==> src/rtl/core/rtpdd_pkg.sv <==
package rtpdd_pkg;

   typedef enum logic [2:0] {
      PH_WRAP  = 3'd0,
      PH_DHDR  = 3'd1,
      PH_BODY  = 3'd2,
      PH_TRAIL = 3'd3,
      PH_HALT  = 3'd4
   } phase_type;

   localparam logic [1:0] KIND_PACKET = 2'd0;
   localparam logic [1:0] KIND_UNIT   = 2'd1;
   localparam logic [1:0] KIND_ERROR  = 2'd2;

   localparam logic [2:0] ERR_WRAPPER  = 3'd1;
   localparam logic [2:0] ERR_DUMP_HDR = 3'd2;
   localparam logic [2:0] ERR_TOO_LONG = 3'd3;
   localparam logic [2:0] ERR_LEFTOVER = 3'd4;
   localparam logic [2:0] ERR_TRAILER  = 3'd5;

   localparam logic [63:0] TS_OFFSET    = 64'h2B61082F0 * 64'd10000000;
   localparam logic [7:0]  WRAP_MARK_A  = 8'h80;
   localparam logic [7:0]  WRAP_MARK_B  = 8'h30;
   localparam logic [31:0] RECIP_HI     = 32'hCCCC_CCCC;
   localparam logic [31:0] RECIP_LO     = 32'hCCCC_CCCD;

endpackage

==> src/rtl/core/rtp_dump_unit_deframer_top.sv <==
// A result is registered and appears on rsp_ in the cycle after the byte transfer that causes it.
// Throughput: one byte per cycle; req_ready drops only while a result waits for rsp_ready.
// The timestamp conversion multiplies by the reciprocal of ten, one 32 by 32 partial
// product per cycle, started by the last timestamp byte and hidden behind the wrapper
// header.
// Reset (synchronous, active high) returns to the wrapper header, clears the halt
// and loads stream_type with 31.
module rtp_dump_unit_deframer_top (
   input  logic        clock,
   input  logic        reset,
   input  logic        csr_valid,
   output logic        csr_ready,
   input  logic [7:0]  csr_stream_type,
   input  logic        req_valid,
   output logic        req_ready,
   input  logic [7:0]  req_data_byte,
   input  logic        req_restart,
   output logic        rsp_valid,
   input  logic        rsp_ready,
   output logic [1:0]  rsp_kind,
   output logic [63:0] rsp_pts,
   output logic        rsp_pts_valid,
   output logic        rsp_random_access,
   output logic        rsp_hidden,
   output logic [15:0] rsp_payload_offset,
   output logic [15:0] rsp_payload_length,
   output logic        rsp_marker,
   output logic        rsp_packet_ok,
   output logic [2:0]  rsp_error_code
);
   import rtpdd_pkg::*;

   phase_type   phase_ff, phase_in;
   logic [15:0] count_ff, count_in;
   logic [31:0] unit_size_ff, unit_size_in;
   logic [31:0] remain_ff, remain_in;
   logic [63:0] raw_ts_ff, raw_ts_in;
   logic [7:0]  flags_ff, flags_in;
   logic [15:0] pkt_size_ff, pkt_size_in;
   logic [15:0] rtp_hdr_ff, rtp_hdr_in;
   logic [15:0] ext_len_ff, ext_len_in;
   logic [31:0] trailer_ff, trailer_in;
   logic [7:0]  stream_type_ff;

   logic         div_busy_ff;
   logic [1:0]   div_step_ff;
   logic [63:0]  div_num_ff;
   logic [127:0] div_acc_ff;
   logic         div_start;
   logic [63:0]  div_start_val;
   logic [31:0]  mul_a, mul_b;
   logic [63:0]  mul_p;
   logic [127:0] mul_term;

   logic        rsp_valid_ff;
   logic [1:0]  kind_ff;
   logic [63:0] pts_ff;
   logic        pts_valid_ff, ra_ff, hidden_ff, marker_ff, ok_ff;
   logic [15:0] off_ff, len_ff;
   logic [2:0]  err_ff;

   logic        acc;
   logic        res_in, unit_in, marker_in, ok_in;
   logic [1:0]  kind_in;
   logic [2:0]  err_in;
   logic [15:0] off_in, len_in;
   phase_type   ph;
   logic [15:0] idx;
   logic [7:0]  b;

   assign csr_ready = 1'b1;
   assign req_ready = !rsp_valid_ff || rsp_ready;
   assign acc       = req_valid && req_ready;

   always_comb begin
      logic [16:0] rem;
      logic [15:0] start;
      logic [5:0]  cc4;
      logic [17:0] ext4;
      logic        good;
      logic [16:0] pos;
      logic [32:0] need;
      ph            = req_restart ? PH_WRAP : phase_ff;
      idx           = req_restart ? 16'd0 : count_ff;
      b             = req_data_byte;
      phase_in      = phase_ff;
      count_in      = count_ff;
      unit_size_in  = unit_size_ff;
      remain_in     = remain_ff;
      raw_ts_in     = raw_ts_ff;
      flags_in      = flags_ff;
      pkt_size_in   = pkt_size_ff;
      rtp_hdr_in    = rtp_hdr_ff;
      ext_len_in    = ext_len_ff;
      trailer_in    = trailer_ff;
      res_in        = 1'b0;
      unit_in       = 1'b0;
      marker_in     = 1'b0;
      ok_in         = 1'b0;
      kind_in       = KIND_PACKET;
      err_in        = 3'd0;
      off_in        = 16'd0;
      len_in        = 16'd0;
      div_start     = 1'b0;
      div_start_val = 64'd0;
      rem           = 17'd0;
      start         = 16'd12;
      cc4           = 6'd0;
      ext4          = 18'd0;
      good          = 1'b0;
      pos           = 17'd0;
      need          = 33'd0;
      if (acc) begin
         case (ph)
            PH_WRAP: begin
               count_in = idx + 16'd1;
               phase_in = PH_WRAP;
               if (idx < 16'd8) begin
                  if (idx == 16'd0) begin
                     raw_ts_in = {56'd0, b};
                  end else begin
                     raw_ts_in[{idx[2:0], 3'b000} +: 8] = b;
                  end
                  if (idx == 16'd7) begin
                     div_start     = 1'b1;
                     div_start_val = {b, raw_ts_ff[55:0]} - TS_OFFSET;
                  end
               end else if (idx == 16'd8) begin
                  flags_in = b;
               end else if (idx <= 16'd12) begin
                  if (idx == 16'd9) begin
                     unit_size_in = {24'd0, b};
                  end else begin
                     unit_size_in[{idx[1:0] - 2'd1, 3'b000} +: 8] = b;
                  end
               end else if (idx == 16'd13) begin
                  if (b != WRAP_MARK_A) begin
                     res_in   = 1'b1;
                     kind_in  = KIND_ERROR;
                     err_in   = ERR_WRAPPER;
                     phase_in = PH_HALT;
                     count_in = 16'd0;
                  end
               end else if (idx >= 16'd24) begin
                  count_in = 16'd0;
                  if (b != WRAP_MARK_B || unit_size_ff < 32'd12) begin
                     res_in   = 1'b1;
                     kind_in  = KIND_ERROR;
                     err_in   = ERR_WRAPPER;
                     phase_in = PH_HALT;
                  end else begin
                     remain_in = unit_size_ff - 32'd12;
                     phase_in  = (remain_in == 32'd0) ? PH_TRAIL : PH_DHDR;
                  end
               end
            end
            PH_DHDR: begin
               count_in = idx + 16'd1;
               if (idx == 16'd0) begin
                  if (remain_ff < 32'd6) begin
                     res_in  = 1'b1;
                     err_in  = ERR_LEFTOVER;
                  end else if (b != 8'd0) begin
                     res_in  = 1'b1;
                     err_in  = ERR_DUMP_HDR;
                  end
               end else if (idx == 16'd1) begin
                  if (b != stream_type_ff) begin
                     res_in = 1'b1;
                     err_in = ERR_DUMP_HDR;
                  end
               end else if (idx == 16'd2) begin
                  pkt_size_in = {b, 8'd0};
               end else if (idx == 16'd3) begin
                  pkt_size_in = {pkt_size_ff[15:8], b};
                  need        = {17'd0, pkt_size_in} + 33'd6;
                  if (need > {1'b0, remain_ff}) begin
                     res_in = 1'b1;
                     err_in = ERR_TOO_LONG;
                  end
               end else if (idx >= 16'd5) begin
                  count_in = 16'd0;
                  if (pkt_size_ff == 16'd0) begin
                     remain_in = remain_ff - 32'd6;
                     res_in    = 1'b1;
                     unit_in   = 1'b1;
                     phase_in  = (remain_in == 32'd0) ? PH_TRAIL : PH_DHDR;
                  end else begin
                     phase_in = PH_BODY;
                  end
               end
               if (res_in && err_in != 3'd0) begin
                  kind_in  = KIND_ERROR;
                  phase_in = PH_HALT;
                  count_in = 16'd0;
               end
            end
            PH_BODY: begin
               count_in = idx + 16'd1;
               if (idx == 16'd0) begin
                  rtp_hdr_in = {b, 8'd0};
               end else if (idx == 16'd1) begin
                  rtp_hdr_in = {rtp_hdr_ff[15:8], b};
               end
               pos = 17'd14 + {11'd0, rtp_hdr_in[11:8], 2'b00};
               if ({1'b0, idx} == pos) begin
                  ext_len_in = {b, 8'd0};
               end else if ({1'b0, idx} == pos + 17'd1) begin
                  ext_len_in = {ext_len_ff[15:8], b};
               end
               if ({1'b0, idx} + 17'd1 >= {1'b0, pkt_size_ff}) begin
                  res_in    = 1'b1;
                  unit_in   = 1'b1;
                  marker_in = rtp_hdr_in[7];
                  if (pkt_size_ff >= 16'd12 && rtp_hdr_in[15:14] == 2'b10) begin
                     good = 1'b1;
                     rem  = {1'b0, pkt_size_ff} - 17'd12;
                     if (rtp_hdr_in[13]) begin
                        if (rem < 17'd2 || b == 8'd0 || {9'd0, b} >= rem) begin
                           good = 1'b0;
                        end else begin
                           rem = rem - {9'd0, b};
                        end
                     end
                     if (good) begin
                        cc4 = {rtp_hdr_in[11:8], 2'b00};
                        if ({11'd0, cc4} > rem) begin
                           good = 1'b0;
                        end else begin
                           start = start + {10'd0, cc4};
                           rem   = rem - {11'd0, cc4};
                        end
                     end
                     if (good && rtp_hdr_in[12]) begin
                        ext4 = {ext_len_in, 2'b00};
                        if (rem < 17'd4 || ext4 > {1'b0, rem} - 18'd4) begin
                           good = 1'b0;
                        end else begin
                           start = start + 16'd4 + ext4[15:0];
                           rem   = rem - 17'd4 - ext4[16:0];
                        end
                     end
                  end
                  if (good) begin
                     off_in = start;
                     len_in = rem[15:0];
                     ok_in  = 1'b1;
                  end
                  remain_in = remain_ff - 32'd6 - {16'd0, pkt_size_ff};
                  phase_in  = (remain_in == 32'd0) ? PH_TRAIL : PH_DHDR;
                  count_in  = 16'd0;
               end
            end
            PH_TRAIL: begin
               count_in = idx + 16'd1;
               if (idx == 16'd0) begin
                  trailer_in = {24'd0, b};
               end else begin
                  trailer_in[{idx[1:0], 3'b000} +: 8] = b;
               end
               if (idx >= 16'd3) begin
                  res_in   = 1'b1;
                  count_in = 16'd0;
                  if (trailer_in != unit_size_ff + 32'd13) begin
                     kind_in  = KIND_ERROR;
                     err_in   = ERR_TRAILER;
                     phase_in = PH_HALT;
                  end else begin
                     kind_in  = KIND_UNIT;
                     unit_in  = 1'b1;
                     phase_in = PH_WRAP;
                  end
               end
            end
            default: begin
               phase_in = ph;
               count_in = idx;
            end
         endcase
      end
   end

   always_ff @(posedge clock) begin
      if (reset) begin
         phase_ff       <= PH_WRAP;
         count_ff       <= 16'd0;
         unit_size_ff   <= 32'd0;
         remain_ff      <= 32'd0;
         raw_ts_ff      <= 64'd0;
         flags_ff       <= 8'd0;
         pkt_size_ff    <= 16'd0;
         rtp_hdr_ff     <= 16'd0;
         ext_len_ff     <= 16'd0;
         trailer_ff     <= 32'd0;
         stream_type_ff <= 8'd31;
      end else begin
         phase_ff     <= phase_in;
         count_ff     <= count_in;
         unit_size_ff <= unit_size_in;
         remain_ff    <= remain_in;
         raw_ts_ff    <= raw_ts_in;
         flags_ff     <= flags_in;
         pkt_size_ff  <= pkt_size_in;
         rtp_hdr_ff   <= rtp_hdr_in;
         ext_len_ff   <= ext_len_in;
         trailer_ff   <= trailer_in;
         if (csr_valid) begin
            stream_type_ff <= csr_stream_type;
         end
      end
   end

   always_comb begin
      mul_a = div_step_ff[1] ? div_num_ff[63:32] : div_num_ff[31:0];
      mul_b = div_step_ff[0] ? RECIP_HI : RECIP_LO;
      mul_p = {32'd0, mul_a} * {32'd0, mul_b};
      case (div_step_ff)
         2'd0:    mul_term = {64'd0, mul_p};
         2'd3:    mul_term = {mul_p, 64'd0};
         default: mul_term = {32'd0, mul_p, 32'd0};
      endcase
   end

   always_ff @(posedge clock) begin
      if (reset) begin
         div_busy_ff <= 1'b0;
         div_step_ff <= 2'd0;
      end else if (div_start) begin
         div_busy_ff <= 1'b1;
         div_step_ff <= 2'd0;
      end else if (div_busy_ff) begin
         div_step_ff <= div_step_ff + 2'd1;
         div_busy_ff <= (div_step_ff != 2'd3);
      end
   end

   always_ff @(posedge clock) begin
      if (div_start) begin
         div_num_ff <= div_start_val;
         div_acc_ff <= 128'd0;
      end else if (div_busy_ff) begin
         div_acc_ff <= div_acc_ff + mul_term;
      end
   end

   always_ff @(posedge clock) begin
      if (reset) begin
         rsp_valid_ff <= 1'b0;
      end else if (acc && res_in) begin
         rsp_valid_ff <= 1'b1;
      end else if (rsp_ready) begin
         rsp_valid_ff <= 1'b0;
      end
   end

   always_ff @(posedge clock) begin
      if (acc && res_in) begin
         kind_ff      <= kind_in;
         err_ff       <= err_in;
         off_ff       <= off_in;
         len_ff       <= len_in;
         marker_ff    <= marker_in;
         ok_ff        <= ok_in;
         if (unit_in && raw_ts_ff != 64'hFFFF_FFFF_FFFF_FFFF) begin
            pts_ff       <= {3'd0, div_acc_ff[127:67]} + 64'd1;
            pts_valid_ff <= 1'b1;
         end else begin
            pts_ff       <= 64'd0;
            pts_valid_ff <= 1'b0;
         end
         ra_ff        <= unit_in & flags_ff[2];
         hidden_ff    <= unit_in & flags_ff[0];
      end
   end

   assign rsp_valid          = rsp_valid_ff;
   assign rsp_kind           = kind_ff;
   assign rsp_pts            = pts_ff;
   assign rsp_pts_valid      = pts_valid_ff;
   assign rsp_random_access  = ra_ff;
   assign rsp_hidden         = hidden_ff;
   assign rsp_payload_offset = off_ff;
   assign rsp_payload_length = len_ff;
   assign rsp_marker         = marker_ff;
   assign rsp_packet_ok      = ok_ff;
   assign rsp_error_code     = err_ff;

   a_error_halts: assert property (@(posedge clock) disable iff (reset)
      (acc && res_in && kind_in == KIND_ERROR) |=> phase_ff == PH_HALT)
      else $error("error transfer did not halt");

   a_div_done: assert property (@(posedge clock) disable iff (reset)
      (acc && ph == PH_WRAP && idx >= 16'd24) |-> !div_busy_ff)
      else $error("timestamp conversion still running at wrapper end");

   a_halt_quiet: assert property (@(posedge clock) disable iff (reset)
      (acc && ph == PH_HALT) |-> !res_in)
      else $error("result while halted");

   a_stall_holds: assert property (@(posedge clock) disable iff (reset)
      (rsp_valid && !rsp_ready) |=> rsp_valid && $stable(rsp_pts))
      else $error("result changed while stalled");

endmodule

==> config.mk <==
export PLATFORM = sky130hd
export DESIGN_NAME = rtp_dump_unit_deframer_top
export DESIGN_NICKNAME = d
export VERILOG_FILES = /design/src/rtl/core/rtpdd_pkg.sv /design/src/rtl/core/rtp_dump_unit_deframer_top.sv
export SDC_FILE = /design/constraint.sdc
export NUM_CORES = 2
export LEC_CHECK = 0
export BUFFER_PORTS_ARGS = -buffer_cell sky130_fd_sc_hd__buf_2
export CAP_MARGIN = 10
export CELL_PAD_IN_SITES_DETAIL_PLACEMENT = 0
export CELL_PAD_IN_SITES_GLOBAL_PLACEMENT = 1
export CORE_MARGIN = 4
export CORE_UTILIZATION = 50
export DETAILED_ROUTE_END_ITERATION = 10
export GPL_TIMING_DRIVEN = 0
export MAX_ROUTING_LAYER = met4
export PLACE_DENSITY_LB_ADDON = 0.1
export SYNTH_ARGS = -nofsm -noshare
export SYNTH_HDL_FRONTEND = slang
export SYNTH_SLANG_ARGS = --single-unit
==> constraint.sdc <==
create_clock -name clock -period 16.09 [get_ports clock]
set_input_delay 0.8045 -clock clock [delete_from_list [all_inputs] [get_ports clock]]
set_output_delay 0.8045 -clock clock [all_outputs]
set_load 0.01 [all_outputs]
After elaboration in Yosys (flattened, before gate mapping)
Cells that the tools add are included. Widths: inputs -> output; s select.

Bits in registers: 533. Bits in latches: 0. RAM bits: 0. Memory bits (read-only): 0. Bits of input ports: 22. Output and inout port bits: 109. Logic and storage cells: 346. Memories: 0.

Add/subtract/negate cells: 26. $mul: 1. Div/mod/pow operators: 0. Order comparisons: 15. Equal/unequal tests: 39. Shift-type cells: 6. Multiplexer cells: 186. Bitwise gates (word level): 6. Reductions and logical operators: 39.

Operators with widths (number): $mux 32 (18); $mux 16 (30); $pmux 128 s2 (1); $mux 17 (12); $add 128x128->128 (1); $logic_not 32->1 (3); $pmux 32 s3 (1); $mux 3 (28); $bwmux 32 (2); $bwmux 64 (1); $mul 32x32->64 (1); $mux 64 (1); $ne 64x64->1 const B (1); $pmux 16 s4 (1); $shift 8x7->32 const A (2); $shift 8x8->64 const A (1); $shiftx 8x7->32 (2); $shiftx 8x8->64 (1); $sub 64x57->64 const B (1); $add 61x1->62 const B (1); $mux 1 (61); $eq 16x4->1 const B (3); $mux 2 (19); $add 32x4->32 const B (1); 76 further kinds (125).

Logic depth before layout (Yosys ltp)
Depth in word-level cells: 29. Depth in mapped cells: 50. Mapped depth without buffers: 47.

Worst setup path after synthesis
No wires, ideal clock.

Path kind: register -> register. Start: reg div_step_ff[1]. End: reg div_acc_ff[96]. Library setup time: 62 ps. Data arrival time: 11532 ps. Data required time: 16028 ps. Setup slack: 4496 ps. Cell stages (with the launch flop): 45. Path buffers: 3. Period minus slack after synthesis: 11594 ps. Cells stage by stage: dfxtp_1 -> clkbuf_1 -> clkbuf_1 -> mux2_2 -> ha_1 -> inv_1 -> fa_1 -> fa_1 -> inv_1 -> fa_1 -> fa_1 -> fa_1 -> inv_1 -> fa_1 -> inv_1 -> fa_1 -> ha_1 -> a21oi_1 -> (+9 left out) -> o21ai_0 -> a31oi_1 -> xnor2_1 -> a22o_1 -> ha_1 -> clkbuf_1 -> nand2_1 -> nor4_1 -> nand2_1 -> o211ai_1 -> a31oi_1 -> o41ai_1 -> a31oi_1 -> o21bai_1 -> a21oi_1 -> o21ai_0 -> or4b_2 -> nand3_1.

Longest elaborated chain between the ends: 4. Elaborated cells between the ends (all ways): 6. Classes of those cells: add/sub (1); mul (1); eq/ne (1); mux (2); reduce/logical (1).

RTL lines: from (decl) (RTL line rtp_dump_unit_deframer_top.sv:46) `logic [1:0] div_step_ff;`; from (signal assigned) (RTL line rtp_dump_unit_deframer_top.sv:332) `div_step_ff <= div_step_ff + 2'd1;`; $mux 32 (RTL line rtp_dump_unit_deframer_top.sv:314) `mul_a = div_step_ff[1] ? div_num_ff[63:32] : div_num_ff[31:0];`; $mul 32x32->64 (RTL line rtp_dump_unit_deframer_top.sv:316) `mul_p = {32'd0, mul_a} * {32'd0, mul_b};`; $pmux 128 s2 (*) (RTL line rtp_dump_unit_deframer_top.sv:317) `case (div_step_ff)`; $add 128x128->128 (*) (RTL line rtp_dump_unit_deframer_top.sv:342) `div_acc_ff <= div_acc_ff + mul_term;`; to (signal assigned) (RTL line rtp_dump_unit_deframer_top.sv:342); to (decl) (RTL line rtp_dump_unit_deframer_top.sv:48) `logic [127:0] div_acc_ff;`.

Mark *: on every way between the ends. The rest lies on a longest branch, timed or not. A chain may end at the register's enable or synchronous reset.

Final worst setup path
Start: reg div_step_ff[1]. End: reg div_acc_ff[118].

Same word-level chain as after synthesis.

==> impl_metrics.toml <==
[detailed_routing]
drc = 0
drt-met1-wl_mm = 90.0
dr.pass1.iters = 6
wirelength_mm = 217
final_antenna_net_count = 0
maxUsedRoutingLayer = "met4"
via_count = 52156
wl_met2_mm = 101
wl_per_cell_um = 24.8
wl_met3_mm = 15.4
via_per_inst = 5.97
drt_iter0_markers = 4864

[clock_tree]
root_buffer = "clkbuf_16"
clockBufferDepth = 3
clkSlewWorstSetupHoldPaths_ns = 0.06
clkSinkCount = 528
cts_inserted_buffers = 70
clk_latency_ns = 0.67
cts_tree = "built"
h-tree-depth = 3

[placement]
gp_congestion = 0.985
dp_slack_ns = 1.06
dp_hpwl_mm = 177
io_buffers = 120

[yosys]
synthMuxAreaShare_pct = 2.96
synth_fa_ha_area_share_pct = 27.4
synth-edff-count = 166
synth_common_cells = "inv_1, nor2_1, ha_1, nand2_1, a21oi_1"
synth_compound_area_share_pct = 16.4
netlist_area_mm2 = 0.0583
synthXorXnorAreaFrac_pct = 7.55
synth_most_common_cell = "inv_1"
synth.top_cell.area_share_pct = 14.5
yosysTopAreaCell = "fa_1"
netlist_instances = 6939
synthDistinctLibCells = 102
synth_top_flop_cell = "dfxtp_1"
synth-simple-area-share_pct = 17.3
synthArstFlopShare_pct = 0
synth_top_family_by_area = "adder cells"
yosys_warnings = 0
ys_top_cells_by_area = "fa_1, ha_1, dfxtp_1, edfxtp_1, inv_1"
synth_area_per_cell_um2 = 8.40
yosysSeqAreaShare_pct = 21.0
ys_ff_latch = 528

[power_and_ir_drop]
p_leak_nw = 27.3
combPwrFrac_pct = 33.3
internal-power_w = 0.00311
power_frac_seq_pct = 32.6
p_per_area_mw_per_mm2 = 78.2
p_sw_w = 0.00186
p_clk_share_pct = 34.0
ir_worst_vdd_mv = 0.0838
netSwitchingFraction_pct = 37.4

[die]
num_io_pins = 131
fp.dieW_um = 349
initial_core_util_pct = 50.2
die_h_um = 349
core_area_mm2 = 0.116
fp-row-count = 125
fp.dieArea_mm2 = 0.122

[timing]
finalHoldViolCount = 0
min_period_over_period_pct = 94.5
finalSetupTns_ns = 0
finalCriticalPeriod_ns = 15.21
fmax_ghz = 0.0658
relSlewSlack_pct = 7.97
setup_viol = 0
clock_skew_ns = 0.0398
slew_violations = 0
layout_setup_ws_ns = 0.885
rsz0062_at_grt = "no"
worst_pin_slew_ns = 1.38

[worst_setup_path]
worstSetupStartpointType = "register"
critical_path.top_delay_family = "adder cells"
r2r_end = "div_acc_ff[118]$_SDFFE_PP0P_"
cp_num_buf_inv = 10
reg2reg_slack_ns = 0.88
r2r_cells = 45
critical-path-slowest-cell = "a2111oi_0"
required_ns = 16.60
timing.rr.start = "div_step_ff[1]$_SDFFE_PP0P_"
critical_path_depth = 45
crit_path_start = "div_step_ff[1]$_SDFFE_PP0P_"
critical_path_class = "reg -> reg"
crit_path_end = "div_acc_ff[118]$_SDFFE_PP0P_"
max_stage_delay_ns = 0.94
worstSetupEndpointType = "register"
worst_ep_arrival_time_ns = 15.72
critPathMaxFanout = 10
path_common_cell = "fa_1"

[finish]
fin_nets = 8196
drive_gt1_share_pct = 5.30
nFillCells = 11191
syn2layout_area_growth_pct = 8.89
finalCoreUtilization_pct = 54.7

[run]
cap_violations = 0

[global_route]
antenna_found_initial = 4
grt_start_max_net_pins = 65
grt.total_usage_pct = 36.1
grt_pass1_vias = 50713
overflow = 0
grt_pass1_wl_mm = 323

[min_path]
hp-class = "in -> reg"

[run_status]
outcome = "finished clean"
## power by group through the flow
stage | clock network, W | logic (W) | registers [W]
after global placement | 0 | 0.00161 | 0.00164
after CTS | 0.00171 | 0.00162 | 0.00162
final | 0.00169 | 0.00166 | 0.00162
after floorplan | 0 | 0.00124 | 0.00161
after detailed placement | 0 | 0.00161 | 0.00165
after global routing | 0.00176 | 0.00183 | 0.00164
## cells by family after synthesis
| family | after synthesis |
|---|---|
| mux | 168 |
| fa+ha+maj | 1023 |
| flops | 528 |
| compound gates | 1469 |
| xor+xnor | 500 |
| simple gates | 2117 |
| buf+inv | 1132 |
| other cells | 2 |
## metrics by stage
stage          hold WS [ns]  instances  power, W  instance area (um2)
2_1_floorplan         0.431       6942   0.00285                58300
3_3_place_gp          0.440       8586   0.00325                60800
3_5_place_dp          0.443       8597   0.00326                61000
4_1_cts               0.291       8724   0.00495                63400
5_1_grt               0.315       8732   0.00522                63500
6_report              0.342       8735   0.00497                63500
## worst min path at each step
stage	cells past startpoint	end	startpoint
final	2	stream_type_ff[0]$_SDFFE_PP1P_	csr_stream_type[0]
after global routing	2	stream_type_ff[0]$_SDFFE_PP1P_	csr_stream_type[0]
after CTS	2	stream_type_ff[0]$_SDFFE_PP1P_	csr_stream_type[0]
after detailed placement	2	trailer_ff[8]$_SDFFE_PP0P_	trailer_ff[8]$_SDFFE_PP0P_
after global placement	2	ext_len_ff[14]$_SDFFE_PP0P_	ext_len_ff[14]$_SDFFE_PP0P_
after floorplan	2	trailer_ff[8]$_SDFFE_PP0P_	trailer_ff[8]$_SDFFE_PP0P_
## cell type report
cell class	count	area, um2	share of cell area, %
flip-flops and latches	528	12200	19.3
multi-input cells	5282	41800	65.8
plain buffers	313	1250	1.96
clock buffers	82	1900	2.99
well taps	1524	1910	3.00
repair buffers	137	806	1.27
inverters	819	3070	4.84
diodes	5	12.5	0.0197
clock inverters	45	505	0.796
## layer usage
metal	track usage, %	up-vias
li1	-	24321
met1	45.4	25412
met2	58.3	1968
met3	6.09	455
met4	13.6	0
met5	-	-
## sequential cells by signal, summed over array words and instances (netlist names), 2 cells and up
| name | count |
|---|---|
| div_step_ff | 2 |
| phase_ff | 3 |
| trailer_ff | 32 |
| flags_ff | 2 |
| count_ff | 16 |
| div_acc_ff | 128 |
| raw_ts_ff | 64 |
| pkt_size_ff | 16 |
| ext_len_ff | 16 |
| rsp_kind | 2 |
| div_num_ff | 64 |
| rsp_payload_offset | 14 |
| rsp_error_code | 3 |
| rsp_pts | 62 |
| remain_ff | 32 |
| rtp_hdr_ff | 9 |
| stream_type_ff | 8 |
| unit_size_ff | 32 |
| rsp_payload_length | 16 |
## layout by cell type (no fill, tap or decap), types with 69 or more instances in the layout
cell       synthesis  final
a211oi_1          69     69
a21o_1           135    135
a21oi_1          460    460
a22oi_1          104    104
and2_1            97     97
buf_2              6    131
clkbuf_1         270    274
clkbuf_16          0     73
dfxtp_1          362    362
edfxtp_1         166    166
fa_1             421    421
ha_1             602    602
inv_1            806    806
mux2i_1          134    134
nand2_1          480    480
nand3_1          159    159
nand4_1          125    125
nor2_1           746    746
nor3_1           134    134
o21ai_0          237    237
xnor2_1          319    318
xor2_1           179    179
## what timing repair did
item | CTS | global route
setup endpoints to repair | 0 | 1
hold buffers | 0 | 0
resized for setup | 0 | 1
buffers inserted | 0 | 0
Note: power is estimated with default switching activity, not from simulation.
